--- src/rtl/rrts_pkg.sv ---
package rrts_pkg;

   localparam int ARR_BITS = 8;
   localparam int ENTRY_W = 3;
   localparam int CNT_W = 7;     // holds a queue count up to the largest process count
   localparam int QUANT_W = 16;
   localparam logic [QUANT_W-1:0] QUANTUM_RESET = 16'd4;

   typedef logic [ENTRY_W-1:0] entry_type;
   typedef entry_type [ARR_BITS-1:0] entry_list_type;

   typedef struct packed {
      logic [CNT_W-1:0] count;
      logic [CNT_W-1:0] count_mid;
      logic             load;
      logic             shift;
      logic             rotate;
   } cell_ctl_type;

   // Pack the set arrival bits into a list of indices, lowest index first.
   function automatic entry_list_type compact_arrivals(input logic [ARR_BITS-1:0] arr);
      entry_list_type list;
      logic [ENTRY_W:0] k;
      list = '0;
      k = '0;
      for (int i = 0; i < ARR_BITS; i++) begin
         if (arr[i]) begin
            list[k[ENTRY_W-1:0]] = entry_type'(i);
            k = k + 1'b1;
         end
      end
      return list;
   endfunction

endpackage

--- src/rtl/rrts_cell.sv ---
module rrts_cell #(
   parameter int CELL_IDX = 0
) (
   input  logic                    clock,
   input  rrts_pkg::cell_ctl_type   ctl,
   input  rrts_pkg::entry_list_type arr_list,
   input  rrts_pkg::entry_type      head_val,
   input  rrts_pkg::entry_type      nbr_pre,
   output rrts_pkg::entry_type      pre,
   output rrts_pkg::entry_type      next
);
   import rrts_pkg::*;

   entry_type        entry_ff;
   entry_type        entry_in;
   logic [CNT_W-1:0] idx;
   logic [CNT_W-1:0] off;
   logic             is_tail;

   assign idx = CNT_W'(CELL_IDX);
   assign off = idx - ctl.count;
   assign is_tail = (idx + CNT_W'(1)) == ctl.count_mid;

   // Occupied cells keep their entry, free cells take the next packed arrival.
   assign pre = (idx < ctl.count) ? entry_ff : arr_list[off[ENTRY_W-1:0]];

   always_comb begin
      if (ctl.shift) begin
         entry_in = (ctl.rotate && is_tail) ? head_val : nbr_pre;
      end else begin
         entry_in = pre;
      end
   end

   assign next = entry_in;

   always_ff @(posedge clock) begin
      if (ctl.load) begin
         entry_ff <= entry_in;
      end
   end

endmodule

--- src/rtl/round_robin_tick_scheduler_core.sv ---
// Round-robin tick scheduler with a time quantum.
// Input channel: one time tick per transfer, taken when start is high and
// busy is low. req_arrivals marks processes that become ready this tick;
// req_head_done says the running process at the queue head has finished.
// Result channel: rsp_strobe is high for one cycle with rsp_run_valid and
// rsp_run_index, the process to run this tick (index 0 when invalid).
// The receiver cannot stall; every tick produces exactly one result.
// Configuration: csr_write_en loads csr_write_data into the quantum register;
// a new quantum takes effect at the next reload of the tick counter.
// The result is registered and appears in the cycle after the tick is taken.
// Throughput: one tick per cycle; busy stays low. The ready queue is a row of
// cells with the head in cell zero; each tick appends packed arrivals, shifts
// the row by one on a rotate or drop, and loads the result register.
// Reset: queue empty, quantum and tick counter at 4, no result pending.
module round_robin_tick_scheduler_core #(
   parameter int NUM_PROCS = 8
) (
   input  logic                           clock,
   input  logic                           reset,
   input  logic                           start,
   output logic                           busy,
   input  logic [rrts_pkg::ARR_BITS-1:0]  req_arrivals,
   input  logic                           req_head_done,
   output logic                           rsp_strobe,
   output logic                           rsp_run_valid,
   output logic [rrts_pkg::ENTRY_W-1:0]   rsp_run_index,
   input  logic                           csr_write_en,
   input  logic [rrts_pkg::QUANT_W-1:0]   csr_write_data
);
   import rrts_pkg::*;

   localparam int CW = $clog2(NUM_PROCS + 1);
   localparam int SW = CW + 4;

   logic [CW-1:0]      count_ff, count_in;
   logic [QUANT_W-1:0] quantum_ff;
   logic [QUANT_W-1:0] ticks_ff, ticks_in;
   logic               strobe_ff;
   logic               run_valid_ff, run_valid_in;
   entry_type          run_index_ff, run_index_in;

   logic [ARR_BITS-1:0] arr_mask;
   logic [ARR_BITS-1:0] arr_used;
   entry_list_type      arr_list;
   logic [SW-1:0]       sum;
   logic [CW-1:0]       count_mid;
   logic [QUANT_W-1:0]  ticks_mid;
   logic                accept;
   logic                reload;
   logic                pop;
   cell_ctl_type        ctl;
   entry_type           pre_w  [NUM_PROCS];
   entry_type           next_w [NUM_PROCS];

   assign busy = 1'b0;
   assign accept = start && !busy;

   always_comb begin
      for (int i = 0; i < ARR_BITS; i++) begin
         arr_mask[i] = (i < NUM_PROCS);
      end
   end

   assign arr_used = req_arrivals & arr_mask;
   assign arr_list = compact_arrivals(arr_used);
   assign sum = SW'(count_ff) + SW'($countones(arr_used));
   assign count_mid = (sum > SW'(NUM_PROCS)) ? CW'(NUM_PROCS) : sum[CW-1:0];

   assign reload = (ticks_ff == '0) || ((count_mid != '0) && req_head_done);
   assign pop = reload && (count_mid != '0);

   always_comb begin
      count_in = (pop && req_head_done) ? count_mid - CW'(1) : count_mid;
      ticks_mid = reload ? quantum_ff : ticks_ff;
      if (count_in != '0) begin
         run_valid_in = 1'b1;
         run_index_in = next_w[0];
         ticks_in = (ticks_mid != '0) ? ticks_mid - QUANT_W'(1) : '0;
      end else begin
         run_valid_in = 1'b0;
         run_index_in = '0;
         ticks_in = '0;
      end
   end

   assign ctl.count = CNT_W'(count_ff);
   assign ctl.count_mid = CNT_W'(count_mid);
   assign ctl.load = accept;
   assign ctl.shift = pop;
   assign ctl.rotate = pop && !req_head_done;

   for (genvar j = 0; j < NUM_PROCS; j++) begin : g_cell
      entry_type nbr;
      if (j == NUM_PROCS - 1) begin : g_last
         assign nbr = pre_w[0];
      end else begin : g_mid
         assign nbr = pre_w[j+1];
      end
      rrts_cell #(
         .CELL_IDX(j)
      ) u_cell (
         .clock    (clock),
         .ctl      (ctl),
         .arr_list (arr_list),
         .head_val (pre_w[0]),
         .nbr_pre  (nbr),
         .pre      (pre_w[j]),
         .next     (next_w[j])
      );
   end

   always_ff @(posedge clock) begin
      if (reset) begin
         count_ff <= '0;
         quantum_ff <= QUANTUM_RESET;
         ticks_ff <= QUANTUM_RESET;
         strobe_ff <= 1'b0;
         run_valid_ff <= 1'b0;
      end else begin
         strobe_ff <= accept;
         if (csr_write_en) begin
            quantum_ff <= csr_write_data;
         end
         if (accept) begin
            count_ff <= count_in;
            ticks_ff <= ticks_in;
            run_valid_ff <= run_valid_in;
         end
      end
   end

   always_ff @(posedge clock) begin
      if (accept) begin
         run_index_ff <= run_index_in;
      end
   end

   assign rsp_strobe = strobe_ff;
   assign rsp_run_valid = run_valid_ff;
   assign rsp_run_index = run_index_ff;

endmodule

--- config.mk ---
export PLATFORM = sky130hd
export DESIGN_NAME = round_robin_tick_scheduler_core
export DESIGN_NICKNAME = d
export VERILOG_FILES = /design/src/rtl/rrts_pkg.sv /design/src/rtl/rrts_cell.sv /design/src/rtl/round_robin_tick_scheduler_core.sv
export SDC_FILE = /design/constraint.sdc
export NUM_CORES = 1
export LEC_CHECK = 0
export BUFFER_PORTS_ARGS = -buffer_cell sky130_fd_sc_hd__buf_2
export CELL_PAD_IN_SITES_DETAIL_PLACEMENT = 0
export CELL_PAD_IN_SITES_GLOBAL_PLACEMENT = 2
export CORE_ASPECT_RATIO = 2
export CORE_MARGIN = 2
export CORE_UTILIZATION = 44
export DETAILED_ROUTE_END_ITERATION = 8
export PLACE_DENSITY_LB_ADDON = 0.2
export SYNTH_ARGS = -nofsm -noshare
export SYNTH_HDL_FRONTEND = slang
export SYNTH_HIERARCHICAL = 1
export SYNTH_SLANG_ARGS = --single-unit
--- constraint.sdc ---
create_clock -name clock -period 18.3 [get_ports clock]
set_input_delay 2.745 -clock clock [delete_from_list [all_inputs] [get_ports clock]]
set_output_delay 2.745 -clock clock [all_outputs]
set_load 0.02 [all_outputs]
[After elaboration in Yosys (flattened, before gate mapping)]
Cells that the tools add are included.
Word-level totals
  register bits: 65
  input port bits: 29
  output and inout bits: 6
  logic and storage cells: 189
Cells by class
  add/subtract/negate cells: 24
  order comparisons: 31
  eq/ne operators: 7
  mux-type cells: 73
  bitwise operators: 16
  reduce and logical (&&, ||, !) cells: 24
Operators by type and width (count)
  24-bit two-way mux: 6
  3-bit two-way mux: 43
  3-bit binary-select mux with 3-bit select: 8
  3-bit demux with 3-bit select: 7
  3-bit by 4-bit less-than comparator with 1-bit output, second input constant: 14
  16-bit two-way mux: 3
  16-bit bitwise OR: 3
  16-bit NOT: 2
  8-bit bitwise AND: 3
  8-bit NOT: 3
  24-bit bitwise OR: 1
  22-bit two-way mux: 1
  3-bit by 1-bit greater-or-equal comparator with 1-bit output, second input constant: 6
  1-bit logical AND: 18
  15-bit by 16-bit bitwise AND with 16-bit output: 1
  16-bit bitwise AND: 1
  3-bit by 4-bit == test with 1-bit output, first input constant: 4
  16-bit zero test: 1
  3-bit by 4-bit less-than comparator with 1-bit output, first input constant: 4
  16-bit nonzero test: 1
  16-bit by 1-bit subtractor with 16-bit output, second input constant: 1
  3-bit by 1-bit adder with 3-bit output, second input constant: 4
  3-bit subtractor, first input constant: 4
  1-bit by 1-bit adder with 2-bit output: 4
  23 further kinds: 32

[Depth between registers and ports, before layout]
  depth after elaboration: 25
  mapped depth: 28
  mapped depth without buffers: 28

[Cells and area by module]
Netlist, hierarchy kept.
Modules (own cells, without submodules)
  round_robin_tick_scheduler_core: times used 1, cells an instance 503, area each 3771.1 µm², sequential area each 850.8 µm²
  rrts_cell (g_cell[5].u_cell): times used 1, cells an instance 42, area each 524.3 µm², sequential area each 90.1 µm²
  rrts_cell (g_cell[6].u_cell): times used 1, cells an instance 40, area each 496.7 µm², sequential area each 90.1 µm²
  rrts_cell (g_cell[0].u_cell): times used 1, cells an instance 42, area each 491.7 µm², sequential area each 90.1 µm²
  rrts_cell (g_cell[4].u_cell): times used 1, cells an instance 42, area each 476.7 µm², sequential area each 90.1 µm²
  rrts_cell (g_cell[7].u_cell): times used 1, cells an instance 40, area each 476.7 µm², sequential area each 90.1 µm²
  rrts_cell (g_cell[1].u_cell): times used 1, cells an instance 48, area each 475.5 µm², sequential area each 90.1 µm²
  rrts_cell (g_cell[2].u_cell): times used 1, cells an instance 40, area each 471.7 µm², sequential area each 90.1 µm²
  rrts_cell (g_cell[3].u_cell): times used 1, cells an instance 21, area each 292.8 µm², sequential area each 90.1 µm²

[Worst setup path before layout]
OpenSTA, ideal clock, no wires.
  kind: input to register
  start point: input req_arrivals[0] (netlist bit)
  end point: register g_cell[7].u_cell.entry_ff[0], data pin
  library setup time: 0.168 ns
  data arrival time: 8.146 ns
  required time: 18.132 ns
  setup slack: 9.986 ns
  stages: 26
  buffers on the path: 0
  cells stage by stage: inv_1 > ha_1 > nor2b_1 > or2_2 > ha_1 > nand2b_1 > o31ai_1 > inv_1 > ha_1 > nand2_1 > o21ai_0 > ha_1 > nand2b_1 > o31ai_1 > inv_1 > ha_1 > xnor3_1 > nand4_1 > nand2_1 > nor3_1 > nor3_1 > mux2i_1 > mux4_2 > mux2i_1 > and3b_1 > nor4b_4
RTL lines
  start, declared: line round_robin_tick_scheduler_core.sv:22  | input logic [rrts_pkg::ARR_BITS-1:0] req_arrivals,
  end signal, assigned: line rrts_cell.sv:39  | entry_ff <= entry_in;
  end, declared: line rrts_cell.sv:14  | entry_type entry_ff;

[Worst setup path after layout]
  start point: input req_arrivals[3] (netlist bit)
  end point: register ticks_ff[2]
Between the ends
  cells in the longest elaborated chain, start to end: 14
  elaborated cells on any way between the ends: 19
  classes of those cells: add/sub: 6; order compare: 1; mux: 5; reduce/logical: 7
RTL lines
  1-bit by 1-bit adder with 2-bit output (not written as such) *: line round_robin_tick_scheduler_core.sv:66  | assign sum = SW'(count_ff) + SW'($countones(arr_used));
  2-bit by 2-bit adder with 3-bit output (not written as such) *: line round_robin_tick_scheduler_core.sv:66
  3-bit by 3-bit adder with 4-bit output (not written as such) *: line round_robin_tick_scheduler_core.sv:66
  4-bit by 4-bit adder with 5-bit output *: line round_robin_tick_scheduler_core.sv:66
  5-bit by 4-bit > comparator with 1-bit output: line round_robin_tick_scheduler_core.sv:67  | assign count_mid = (sum > SW'(NUM_PROCS)) ? CW'(NUM_PROCS) : sum[CW-1:0];
  4-bit two-way mux *: line round_robin_tick_scheduler_core.sv:67
  parallel branches: the longest is 7 deep, another holds 16-bit by 1-bit subtractor with 16-bit output
  16-bit two-way mux *: line round_robin_tick_scheduler_core.sv:75  | if (count_in != '0) begin
  end signal, assigned: line round_robin_tick_scheduler_core.sv:126  | ticks_ff <= ticks_in;
  end, declared: line round_robin_tick_scheduler_core.sv:37  | logic [QUANT_W-1:0] ticks_ff, ticks_in;
Mark *: on every way between the ends.
A chain may end at the register's enable or synchronous reset.

==> summary.txt <==
Worst setup path
  • Worst Path Buf+Inv: 4
  • Critical Path RT: 18.53 ns
  • RR Startpoint: count_ff[0]$_SDFFE_PP0P_
  • Crit path max fanout: 15
  • CP Launch Type: input port
  • Most common cell on crit path: fa_1
  • Worst EP arrival: 9.56 ns
  • Worst setup path class: input port to flip-flop
  • Crit. path cell count: 22
  • Reg2reg setup slack: 11.55 ns
  • CP cell instances: buf_2, fa_1, inv_1, fa_1, fa_1, inv_1, fa_1, a21o_1, and4b_1, o21a_1, nand2_1, ha_1, or4b_1, o21ai_2, and2_1, mux2i_1, ha_1, nand3_1, a2111oi_0, a311oi_1, buf_4, a311o_1
  • Slowest stage delay, CP: 0.52 ns
  • Worst setup EP type: flip-flop
  • Crit path max-delay cell type: o21ai_2
  • Reg2Reg Capture Point: ticks_ff[2]$_SDFFE_PP1P_
  • R2R depth: 20
  • Crit path max-delay family: adder cells

GRT
  • Initial antenna violation count: 0
  • First-pass GRT wire length: 34,700 um
  • GRT Util Overall: 0.250
  • Grt ovf: 0
  • Largest net degree at the start of global routing: 71
  • Vias in the first global route: 6,474

Logic synthesis
  • Yosys top cell area share: 0.108
  • Top_reg_cell synth: dfxtp_1
  • Cells after Synth: 818
  • Flops & latches, synth: 65
  • Top cells by area, synth: edfxtp_1, mux2i_1, dfxtp_1, mux4_2, mux2_2
  • Async set or reset register ratio after synthesis: 0
  • Sequential fraction of the synthesis area: 0.210
  • Yosys top cell by area: edfxtp_1
  • Post-synth EDFFs: 27
  • Syn avg cell area: 9.14 sq um
  • Cell variety after synth: 79
  • Area of the mapped netlist: 7480 sq um
  • Synth warn: 6

Placement
  • GP Congestion: 0.929
  • Port Buffers: 33
  • HPWL Detailed: 17,400 um

CTS
  • Clk pin slew, worst setup/hold paths: 0.06 ns
  • CTS Hold Bufs: 0
  • Post-CTS Setup Bufs: 0
  • Num Clock Sinks: 65
  • Post-cts resize count: 0
  • CTS tree: done
  • Number of H-tree levels: 3
  • Later-pin clock latency in the skew report: 0.34 ns
  • Num CTS Buffers: 9
  • Clock buffer depth: 2
  • CTS root buf: clkbuf_16

Timing
  • Hold Fails Final Rpt: 0
  • Maximum clock rate: 0.107 GHz
  • Fin crit share: 0.510
  • Final setup viols: 0
  • Worst slew pin tran: 1.11 ns
  • Setup TNS: 0 ns
  • Final Critical Period: 9.34 ns
  • RSZ-0062 raised after global routing: no
  • Clock skew: 0.00920 ns
  • Pins Over Slew Limit: 0
  • Relative slew slack: 0.252

Cells and area
  • Filler cells: 1,637
  • Seq. cell area: 1580 sq um
  • Antenna Cells: 0
  • Layout cell share with drive strength beyond 1: 0.175
  • Multi-input gate area: 5700 sq um
  • Fin nets: 937
  • Area growth, synth to finish: 9.81%

Route
  • WL per Instance: 20.1 um
  • Drt total wl: 21,900 um
  • Vias: 6,578
  • DR iter-0 viols: 272
  • Router iterations before antenna repair: 6
  • Via/cell ratio: 6.02
  • Number of routed nets with antenna violations: 0
  • DR DRC count: 0

Min path
  • Hold WC Path Type: flip-flop to flip-flop
  • WHS Path Cells: 2
  • Hold Startpoint: ticks_ff[8]$_SDFFE_PP0P_
  • Hold EP: ticks_ff[8]$_SDFFE_PP0P_

Floorplanning
  • Die Height: 188 um
  • # rows: 67
  • Io pins: 35
  • Core ar.: 16,700 sq um
  • Die Span X: 96.2 um
  • Initial Util: 0.448
  • Die area: 18,100 sq um

Job
  • Max Cap Viol: 0

Power and ir drop
  • Pleak: 3.20 nW
  • Pwr Total: 1.50 mW
  • VDD IR max: 0.107 mV
  • PwrDens: 183 nW/um^2

Status
  • Outcome: complete, no violations
## worst reg2reg max path, cell delays in order, from the launching register on
cell	delay (ns)
dfxtp_4	0.43
inv_1	0.10
fa_1	0.47
fa_1	0.49
inv_1	0.05
fa_1	0.42
a21o_1	0.25
and4b_1	0.20
o21a_1	0.25
nand2_1	0.15
ha_1	0.23
or4b_1	0.51
o21ai_2	0.52
and2_1	0.52
mux2i_1	0.31
ha_1	0.31
nand3_1	0.24
a2111oi_0	0.46
a311oi_1	0.19
buf_4	0.26
a311o_1	0.30
## per-stage QoR
stage          setup WS [ns]  cells  hold slack [ns]  instance area (sq um)  utilization
2_1_floorplan           9.99    867            0.433                   7660            -
3_3_place_gp            8.81   1076            0.454                   7900        0.474
3_5_place_dp            8.67   1076            0.464                   7900        0.474
4_1_cts                 8.98   1092            0.475                   8210        0.492
5_1_grt                 8.43   1092            0.494                   8210        0.492
6_report                8.96   1092            0.471                   8210        0.492
## cells in the mapped netlist (all sizes together) (6+ instances only)
cell,count
nand3,14
dfxtp,38
o22ai,6
xor2,15
nand2b,12
and3b,9
mux4,33
edfxtp,27
inv,36
mux2,37
nor4,18
o31ai,8
nor2b,14
o211ai,7
nor2,70
nor4b,18
fa,6
nor3,28
mux2i,78
nand4,10
a21oi,39
buf,18
and2,11
nand2,81
or4,10
ha,22
xnor2,13
clkbuf,21
or2,7
a31oi,12
nor3b,9
o21ai,27
## layout by cell type (no fill, tap or decap), types with 21 or more instances in the layout
cell,Yosys,routed
dfxtp_1,38,37
edfxtp_1,27,27
nand2_1,81,81
mux4_2,33,33
inv_1,34,34
o21ai_0,23,23
ha_1,22,22
mux2_2,28,28
mux2i_1,78,78
nor3_1,21,21
nor2_1,69,68
buf_2,5,33
conb_1,1,50
a21oi_1,39,39
## registers in the layout, summed over array words and instances, names as in the netlist
signal,flops
rsp_run_valid,1
quantum_ff,16
ticks_ff,16
g_cell.u_cell/entry_ff,24
rsp_run_index,3
rsp_strobe,1
count_ff,4
## how the worst max path moves through the flow
stage | slack [ns] | endpoint | from
final | 8.96 | ticks_ff[2]$_SDFFE_PP1P_ | req_arrivals[3]
after global routing | 8.43 | ticks_ff[2]$_SDFFE_PP1P_ | req_arrivals[3]
after CTS | 8.98 | ticks_ff[2]$_SDFFE_PP1P_ | req_arrivals[3]
after detailed placement | 8.67 | ticks_ff[2]$_SDFFE_PP1P_ | req_arrivals[3]
after global placement | 8.81 | ticks_ff[2]$_SDFFE_PP1P_ | req_arrivals[0]
after floorplan | 9.99 | g_cell[7].u_cell/entry_ff[0]$_DFFE_PP_ | req_arrivals[0]
## cells by family (layout without fill, tap and decap cells)
logic type,Yosys count,in the layout,share of synthesized area
AO/OA/AOI/OAI,144,144,0.128
XOR/XNOR,31,31,0.0428
adder cells (fa/ha/maj),28,28,0.0529
buffers and inverters,76,94,0.0525
flip-flops,65,65,0.210
multiplexers,148,148,0.260
other,1,50,0.000502
AND/OR/NAND/NOR,325,325,0.254
## layer usage
metal / vias to the layer above / track usage / share of wire
met2: 152 / 0.476 / 0.57
met3: 50 / 0.0292 / 0.025
met1: 3193 / 0.262 / 0.36
met4: 0 / 0.109 / 0.045
met5: - / 0 / 0
li1: 3183 / - / -
## where the power goes
group	internal, mW	switching (mW)	leakage (nW)
registers	0.227	0.0380	0.577
logic	0.457	0.598	2.47
clock network	0.108	0.0723	0.153
## cell type report
type / instances / area share
clock buffers: 9 / 0.0274
clock inverters: 7 / 0.0101
inverters: 37 / 0.0169
multi-input cells: 726 / 0.695
flip-flops and latches: 65 / 0.192
well taps: 207 / 0.0315
repair buffers: 41 / 0.0274
No activity file was read; power rests on OpenSTA's default activity.
